[src/rtl/core/lgs_pkg.sv]
package lgs_pkg;

  localparam int unsigned COL_COUNT = 64;
  localparam int unsigned CFG_W     = 7;

  // Neighbor counts of the B3/S23 rule.
  localparam logic [3:0] BIRTH_COUNT   = 4'd3;
  localparam logic [3:0] SURVIVE_COUNT = 4'd2;

  // Masked bits that one cell shows to the cells on either side.
  typedef struct packed {
    logic up;     // stored row above the held row
    logic mid;    // held row
    logic row;    // incoming row
    logic above;  // row above the incoming row, dead when no row is held
  } cell_bits_t;

  // Up to two results caused by one input item.
  typedef struct packed {
    logic                 has_held;
    logic [COL_COUNT-1:0] held_row;
    logic                 has_last;
    logic [COL_COUNT-1:0] last_row;
  } result_entry_t;

endpackage

[src/rtl/core/lgs_cell.sv]
module lgs_cell
  import lgs_pkg::*;
(
  input  logic       clk,
  input  logic       rst_n,
  input  logic       en,
  input  logic       holding,
  input  logic       last,
  input  logic       act,
  input  logic       row_bit,
  input  cell_bits_t left,
  input  cell_bits_t right,
  output cell_bits_t own,
  output logic       held_bit,
  output logic       last_bit
);

  logic       upper_r;
  logic       middle_r;
  logic [3:0] held_n;
  logic [3:0] last_n;

  assign own.up    = upper_r & act;
  assign own.mid   = middle_r & act;
  assign own.row   = row_bit & act;
  assign own.above = holding & own.mid;

  assign held_n = 4'(left.up) + 4'(own.up) + 4'(right.up)
                + 4'(left.mid) + 4'(right.mid)
                + 4'(left.row) + 4'(own.row) + 4'(right.row);

  // The bottom row has only dead cells below it.
  assign last_n = 4'(left.above) + 4'(own.above) + 4'(right.above)
                + 4'(left.row) + 4'(right.row);

  assign held_bit = act & ((held_n == BIRTH_COUNT) |
                           ((held_n == SURVIVE_COUNT) & own.mid));
  assign last_bit = act & ((last_n == BIRTH_COUNT) |
                           ((last_n == SURVIVE_COUNT) & own.row));

  always_ff @(posedge clk) begin
    if (!rst_n) begin
      upper_r  <= 1'b0;
      middle_r <= 1'b0;
    end else if (en) begin
      if (last) begin
        upper_r  <= 1'b0;
        middle_r <= 1'b0;
      end else begin
        upper_r  <= own.above;
        middle_r <= own.row;
      end
    end
  end

endmodule

[src/rtl/core/lgs_out_queue.sv]
module lgs_out_queue
  import lgs_pkg::*;
(
  input  logic                 clk,
  input  logic                 rst_n,
  input  logic                 push,
  input  result_entry_t        push_entry,
  output logic                 push_ready,
  output logic                 out_valid,
  input  logic                 out_ready,
  output logic [COL_COUNT-1:0] out_next_row,
  output logic                 out_frame_end
);

  result_entry_t ent_r [2];
  logic          wr_ptr_r;
  logic          rd_ptr_r;
  logic [1:0]    count_r;
  logic          sub_r;
  result_entry_t head;
  logic          show_held;
  logic          take;
  logic          pop;

  assign head       = ent_r[rd_ptr_r];
  assign push_ready = (count_r != 2'd2);
  assign out_valid  = (count_r != 2'd0);

  // An entry with two results shows the held row first, then the bottom row.
  assign show_held     = head.has_held & !sub_r;
  assign out_next_row  = show_held ? head.held_row : head.last_row;
  assign out_frame_end = !show_held;

  assign take = out_valid & out_ready;
  assign pop  = take & !(show_held & head.has_last);

  always_ff @(posedge clk) begin
    if (push) begin
      ent_r[wr_ptr_r] <= push_entry;
    end
  end

  always_ff @(posedge clk) begin
    if (!rst_n) begin
      wr_ptr_r <= 1'b0;
      rd_ptr_r <= 1'b0;
      count_r  <= 2'd0;
      sub_r    <= 1'b0;
    end else begin
      if (push) begin
        wr_ptr_r <= !wr_ptr_r;
      end
      if (pop) begin
        rd_ptr_r <= !rd_ptr_r;
        sub_r    <= 1'b0;
      end else if (take) begin
        sub_r <= 1'b1;
      end
      unique case ({push, pop})
        2'b10:   count_r <= count_r + 2'd1;
        2'b01:   count_r <= count_r - 2'd1;
        default: count_r <= count_r;
      endcase
    end
  end

endmodule

[src/rtl/core/life_generation_step_core.sv]
// A row's next generation is computed when the row below it is accepted and is
// pushed to the output queue; a bottom row gives up to two results, offered one
// per cycle while out_ready is high. Throughput: one row per cycle while the output
// queue has room (in_ready high), set by the column cells that update together.
// Reset: synchronous, active low; stored rows dead, no row held, width 64.
module life_generation_step_core
  import lgs_pkg::*;
#(
  parameter int unsigned GRID_WIDTH = 64
) (
  input  logic                 clk,
  input  logic                 rst_n,
  input  logic                 in_valid,
  output logic                 in_ready,
  input  logic [COL_COUNT-1:0] in_row_cells,
  input  logic                 in_last_row,
  output logic                 out_valid,
  input  logic                 out_ready,
  output logic [COL_COUNT-1:0] out_next_row,
  output logic                 out_frame_end,
  input  logic                 cfg_wr_en,
  input  logic [CFG_W-1:0]     cfg_wr_data
);

  logic [CFG_W-1:0]     active_width_r;
  logic                 holding_r;
  logic                 accept;
  logic [COL_COUNT-1:0] held_vec;
  logic [COL_COUNT-1:0] last_vec;
  cell_bits_t           nb [GRID_WIDTH+2];
  result_entry_t        entry;

  assign accept = in_valid & in_ready;

  // Dead cells beyond both edges of the grid.
  assign nb[0]            = '0;
  assign nb[GRID_WIDTH+1] = '0;

  for (genvar i = 0; i < COL_COUNT; i++) begin : g_col
    if (i < GRID_WIDTH) begin : g_cell
      logic act;
      assign act = (active_width_r > CFG_W'(i));
      lgs_cell u_cell (
        .clk      (clk),
        .rst_n    (rst_n),
        .en       (accept),
        .holding  (holding_r),
        .last     (in_last_row),
        .act      (act),
        .row_bit  (in_row_cells[i]),
        .left     (nb[i]),
        .right    (nb[i+2]),
        .own      (nb[i+1]),
        .held_bit (held_vec[i]),
        .last_bit (last_vec[i])
      );
    end else begin : g_dead
      assign held_vec[i] = 1'b0;
      assign last_vec[i] = 1'b0;
    end
  end

  assign entry.has_held = holding_r;
  assign entry.held_row = held_vec;
  assign entry.has_last = in_last_row;
  assign entry.last_row = last_vec;

  lgs_out_queue u_queue (
    .clk           (clk),
    .rst_n         (rst_n),
    .push          (accept & (holding_r | in_last_row)),
    .push_entry    (entry),
    .push_ready    (in_ready),
    .out_valid     (out_valid),
    .out_ready     (out_ready),
    .out_next_row  (out_next_row),
    .out_frame_end (out_frame_end)
  );

  always_ff @(posedge clk) begin
    if (!rst_n) begin
      active_width_r <= CFG_W'(64);
      holding_r      <= 1'b0;
    end else begin
      if (cfg_wr_en) begin
        active_width_r <= cfg_wr_data;
      end
      if (accept) begin
        holding_r <= !in_last_row;
      end
    end
  end

endmodule

[config.mk]
export PLATFORM = sky130hd
export DESIGN_NAME = life_generation_step_core
export DESIGN_NICKNAME = d
export VERILOG_FILES = /design/src/rtl/core/lgs_pkg.sv /design/src/rtl/core/lgs_cell.sv /design/src/rtl/core/lgs_out_queue.sv /design/src/rtl/core/life_generation_step_core.sv
export SDC_FILE = /design/constraint.sdc
export NUM_CORES = 2
export LEC_CHECK = 0
export ABC_AREA = 0
export BUFFER_PORTS_ARGS = -buffer_cell sky130_fd_sc_hd__buf_2
export CAP_MARGIN = 10
export CORE_MARGIN = 4
export CORE_UTILIZATION = 42
export CTS_CLUSTER_DIAMETER = 200
export CTS_CLUSTER_SIZE = 30
export DETAILED_ROUTE_END_ITERATION = 10
export PLACE_DENSITY = 0.55
export SYNTH_ARGS = -nofsm -noshare
export SYNTH_HDL_FRONTEND = slang
export SYNTH_HIERARCHICAL = 1
export SYNTH_SLANG_ARGS = --single-unit
[constraint.sdc]
create_clock -name clk -period 25.7 [get_ports clk]
set_input_delay 0 -clock clk [delete_from_list [all_inputs] [get_ports clk]]
set_output_delay 0 -clock clk [all_outputs]
set_load 0.02 [all_outputs]
Yosys cells after proc, flatten, opt, wreduce, memory -nomap -nowiden
Memory sizes are Yosys's and may differ from the RTL's. A register that Yosys moved wholly into a read port is not among the register bits. Cells that the tools add are included.

Divide/modulo/power cells: 0. Bitwise operators: 648. Muxes and demuxes: 134. Multiply operators: 0. Shift operators: 0. Equal/unequal tests: 259. Order comparisons: 64. Add/sub/neg operators: 694. Reductions and logical operators: 9.

Operators with widths (number): $add A4 B1 Y4 (566); $eq A4 B2 Y1 const B (256); $and A1 B1 Y1 (518); $add A1 B1 Y2 (126); $gt A7 B6 Y1 const B (32); $mux W1 (132); $or A1 B1 Y1 (129); $gt A7 B5 Y1 const B (16); $mux W64 (1); $gt A7 B4 Y1 const B (8); $gt A7 B3 Y1 const B (4); $gt A7 B1 Y1 const B (2); $gt A7 B2 Y1 const B (2); $logic_not A1 Y1 (6); $pmux W2 S2 (1); $reduce_bool A2 Y1 (2); $add A2 B1 Y2 const B (1); $eq A2 B1 Y1 const B (1); $eq A2 B2 Y1 const B (1); $ne A2 B2 Y1 const B (1); $reduce_or A2 Y1 (1); $sub A2 B1 Y2 const B (1); $not A1 Y1 (1).

Latch bits: 0. Output and inout bits: 67. RAM bits: 260. Word-level logic and storage cells: 1943. Memory bits (read-only): 0. Memories kept: 1. Flip-flop bits (word level): 141. Input port bits: 77.

Memories: u_queue.ent_r (depth 2, width 130, rd ports 1, clocked after Yosys merged registers in 1, wr ports 1, line lgs_out_queue.sv:15) `result_entry_t ent_r [2];`.

Longest topological paths before layout
Word-level depth: 13. Depth in mapped cells: 15. Gate-level depth less buffers: 13.

Hierarchy
The synthesis kept the hierarchy.

By module, submodules not included: lgs_cell (g_col[0].g_cell.u_cell ...) (cells an instance 46, area an instance 396.6 um^2, instances 34); lgs_cell (g_col[21].g_cell.u_cell ...) (cells an instance 47, area an instance 377.9 um^2, instances 30); lgs_out_queue (cells an instance 373, area an instance 9754.4 um^2, instances 1); life_generation_step_core (cells an instance 144, area an instance 980.9 um^2, instances 1).

Least setup slack after synthesis
OpenSTA, ideal clock, no wires.

Path type: register -> register. Start: register u_queue.count_r[0]. End: memory u_queue/ent_r[0][0] (netlist name) (enable). Library setup time: 621 ps. Stages on the path, launching flop included: 6. Arrival time: 9897 ps. Path buffers: 0. Setup slack: 15182 ps. Cell sequence: dfxtp_1 nand2b_1 and2_1 o21a_1 inv_1 nor2_1.

Word-level cells in the longest chain between the ends: 5.

RTL lines: from (decl) (line lgs_out_queue.sv:18) `logic [1:0] count_r;`; from (signal assigned) (line lgs_out_queue.sv:60) `2'b10: count_r <= count_r + 2'd1;`; from (signal assigned) (line lgs_out_queue.sv:61) `2'b01: count_r <= count_r - 2'd1;`; from (signal assigned) (line lgs_out_queue.sv:62) `default: count_r <= count_r;`; $ne A2 B2 Y1 (line lgs_out_queue.sv:26) `assign push_ready = (count_r != 2'd2);`; net in_ready (line life_generation_step_core.sv:14) `output logic in_ready,`; $and A1 B1 Y1 (line life_generation_step_core.sv:33) `assign accept = in_valid & in_ready;`; net accept (line life_generation_step_core.sv:27) `logic accept;`; $and A1 B1 Y1 (line life_generation_step_core.sv:71) `.push (accept & (holding_r | in_last_row)),`; $mux W1 (line lgs_out_queue.sv:38) `if (push) begin`; $mux W1 (not written as such) (line lgs_out_queue.sv:39) `ent_r[wr_ptr_r] <= push_entry;`; to (decl) (line lgs_out_queue.sv:15).

The timed path passes the listed nets, and every way through them passes these cells.

==> metrics.txt <==
worst vdd ir=between 0.06 and 0.07 mV; slew margin rel.=19.34%; critical-path maximum fanout=23; Post-synth EDFFs=260; worst min path class=in -> reg; crit path DAT=~6000 ps; Nets=~4400; xor and xnor fraction of the mapped netlist area=less than 1%; routed vias=approximately 23000; synthesized area=between 0.03 and 0.04 mm²; drt via density=roughly 4.8; CP required=between 20000 and 30000 ps; Synth Area per Inst=around 10 µm²; HPWL after detailed placement=between 60000 and 70000 µm; H-tree Lvls=1; synth unique cells=~50; post-synthesis simple-gate area fraction=roughly 15%; final setup fails=0; largest net degree at the start of global routing=~170; total gr overflow=0; CORE AREA=between 0.08 and 0.09 mm²; area grow syn2layout=9.476%; Clock Path Buffers=3; routed wire length=roughly 83000 µm; DRT Pass-1 Iters=5; initial core utilization=42.42%; Setup WS post-layout=about 20000 ps; synth warn=6; I/O pin count=between 100 and 150; Clk Latency, worst-skew pair=approximately 570 ps; first-pass GRT wire length=136500 µm; sequential fraction of the synthesis area=29.95%; IO Port Bufs=143; status=completed; number of CTS-inserted buffers=17; Avg WL per Cell=around 17 µm; die height=299.0 µm; antenna-violating nets left=0; largest family of logic cells by synthesized area=adder cells; post-synthesis cell count=about 3500; Tcrit/Tclk final=between 20% and 30%; critical path launch point=active_width_r[2]; drt initial violations=approximately 1200; final slew viol count=0; Post-Place Cells=roughly 4800; total negative slack=0 ps; worst r2r src=active_width_r[2]; Die X=roughly 300 µm; share of cells above drive strength 1=12.14%; mux contribution to synthesized area=approximately 4.3%; CP startpoint kind=register; worst hold start=rst_n; Fin. Hold Viols=0; Seq cells post-synth=roughly 400; FMAX=about 180 MHz; Lkg Pwr=~19 nW; die area=between 0.08 and 0.09 mm²; post-synthesis compound-gate area fraction=under 10%; RSZ-0062 raised after global routing=no; vias in the first global route=~25000; GPL Wtd Cong=between 0.8 and 0.9; FP Rows=between 100 and 150; skew final=22.00 ps; slew at the pin with the worst max-slew slack=around 1200 ps; Min Hold Slack=around 14 ps; final worst path period need=~5600 ps; clock slew at reported path FFs=around 130 ps; Adder-Cell Fraction of Synth Area=between 30% and 40%; Gates resized, CTS repair=0; critical path capture point type=register; Most used DFF post-synth=edfxtp_1; Total Routing Usage GR=19.14%; pre-CTS setup slack=20160 ps; CTS tree=built; antenna violations before repair=7; ys async rst share=0%; Non-Filler Instances=around 4900; drt drc=0; CP Class=reg -> reg; r2r setup slk=around 20000 ps; reported max-cap violation count=0; clock sink count=between 400 and 500; power per cell area=slightly below 50 mW/mm²; clock root buffer=clkbuf_16
-- what timing repair did --
| action | 4_1_cts | 5_1_grt |
|---|---|---|
| buffers inserted | 0 | 0 |
| hold buffers | 81 | 0 |
| hold endpoints to repair | 205 | 0 |
-- cell usage after synthesis, types with 2 or more instances --
| cell | n | area, µm² |
|---|---|---|
| inv_1 | 1095 | 4110 |
| fa_1 | 384 | 7687 |
| edfxtp_1 | 260 | 7807 |
| ha_1 | 257 | 3216 |
| nand2_1 | 212 | 795.8 |
| dfxtp_1 | 142 | 2843 |
| nand3b_1 | 102 | 765.7 |
| a21oi_1 | 76 | 380.4 |
| nand2b_1 | 69 | 431.7 |
| nor3_1 | 68 | 340.3 |
| nand3_2 | 66 | 660.6 |
| o211ai_1 | 65 | 488.0 |
| and2_2 | 64 | 480.5 |
| mux4_2 | 64 | 1441 |
| nor2b_1 | 64 | 400.4 |
| and2_1 | 62 | 387.9 |
| o22ai_1 | 60 | 375.4 |
| o21ai_1 | 42 | 210.2 |
| a211oi_2 | 34 | 425.4 |
| a21boi_1 | 34 | 255.2 |
| nand4b_1 | 34 | 297.8 |
| o211a_1 | 34 | 340.3 |
| or2_1 | 34 | 212.7 |
| nand3_1 | 32 | 160.2 |
| or2_2 | 31 | 193.9 |
| o21bai_1 | 16 | 120.1 |
| nor2_1 | 14 | 52.55 |
| o21ai_0 | 14 | 70.07 |
| buf_6 | 12 | 135.1 |
| mux2i_1 | 10 | 100.1 |
| buf_2 | 8 | 40.04 |
| buf_12 | 5 | 100.1 |
| buf_4 | 4 | 30.03 |
| a211oi_1 | 3 | 22.52 |
| clkbuf_1 | 2 | 7.510 |
| nor3_2 | 2 | 20.02 |
| xnor2_1 | 2 | 17.52 |
-- placed cells by master, fill, tap and decap left out, types with 42 or more instances in the layout --
master	n
edfxtp_1	260
inv_1	1095
dlygate4sd3_1	81
mux4_2	64
ha_1	257
nor2b_1	64
nand3b_1	102
nor3_1	68
nand3_2	66
and2_1	60
a21oi_1	76
o211ai_1	65
and2_2	64
fa_1	384
nand2_1	212
o22ai_1	60
o21ai_1	42
buf_2	141
dfxtp_1	139
nand2b_1	69
-- worst paths after layout --
kind | cells past startpoint | endpoint
min reg2reg | 2 | register
max reg2reg | 13 | u_queue/ent_r[0][94]
min | 2 | g_col[48].g_cell.u_cell/middle_r
max | 13 | u_queue/ent_r[0][94]
-- final cells by class --
cell class,instances,area [µm²]
Tap cell,1134,1419
Antenna cell,4,10.01
Clock buffer,28,466.7
Sequential cell,402,10660
Fill cell,8113,44890
Multi-Input combinational cell,1970,20530
Timing Repair Buffer,245,1714
Clock inverter,1,20.02
Inverter,1095,4110
-- metal layers --
metal	share of wire (%)	global-route usage, %	routed length [µm]	vias to the layer above
met2	46	31.44	38230	253
met5	0.032	0	27	-
met3	3.7	2.368	3051	60
met1	49	27.67	40420	11470
li1	-	-	-	11570
met4	1.6	3.326	1368	4
-- worst max-delay path: stages, from the launching register on --
cell     delay, ps
dfxtp_1        900
o21ai_1        670
o21ai_0        790
nand2_1        250
inv_1          140
inv_1          100
fa_1           560
fa_1           430
fa_1           490
inv_1           40
ha_1           200
fa_1           380
or2_2          280
a21oi_1        180
-- kinds of logic after synthesis --
logic type               after synthesis
AND/OR/NAND/NOR                      863
AO/OA/AOI/OAI                        381
flip-flops                           402
other                                  1
multiplexers                          74
XOR/XNOR                               3
adder cells (fa/ha/maj)              641
buffers and inverters               1126
-- flip-flops by register name (all words and copies together) (netlist names), named ones only --
| signal | cells |
|---|---|
| u_queue/wr_ptr_r | 1 |
| holding_r | 1 |
| g_col.g_cell.u_cell/upper_r | 64 |
| u_queue/count_r | 2 |
| u_queue/sub_r | 1 |
| g_col.g_cell.u_cell/middle_r | 64 |
| active_width_r | 7 |
| u_queue/ent_r | 260 |
| u_queue/rd_ptr_r | 1 |
-- where the power goes --
| part | internal (W) | switching [W] | leakage [nW] |
|---|---|---|---|
| clock network | 0.000129 | 0.000220 | 0.232 |
| logic | 0.000303 | 0.000453 | 15.0 |
| registers | 0.000766 | 0.0000356 | 3.61 |
| total | 0.00120 | 0.000708 | 18.8 |
-- stage by stage --
stage               area [µm²]  power [W]  utilization [%]
floorplan                35580   0.001363                -
global placement         37620   0.001572            44.88
detailed placement       37620   0.001578            44.88
CTS                      38920   0.001952            46.43
global route             38920   0.002062            46.43
finish                   38930   0.001907            46.44
No activity file was read; power rests on OpenSTA's default activity.
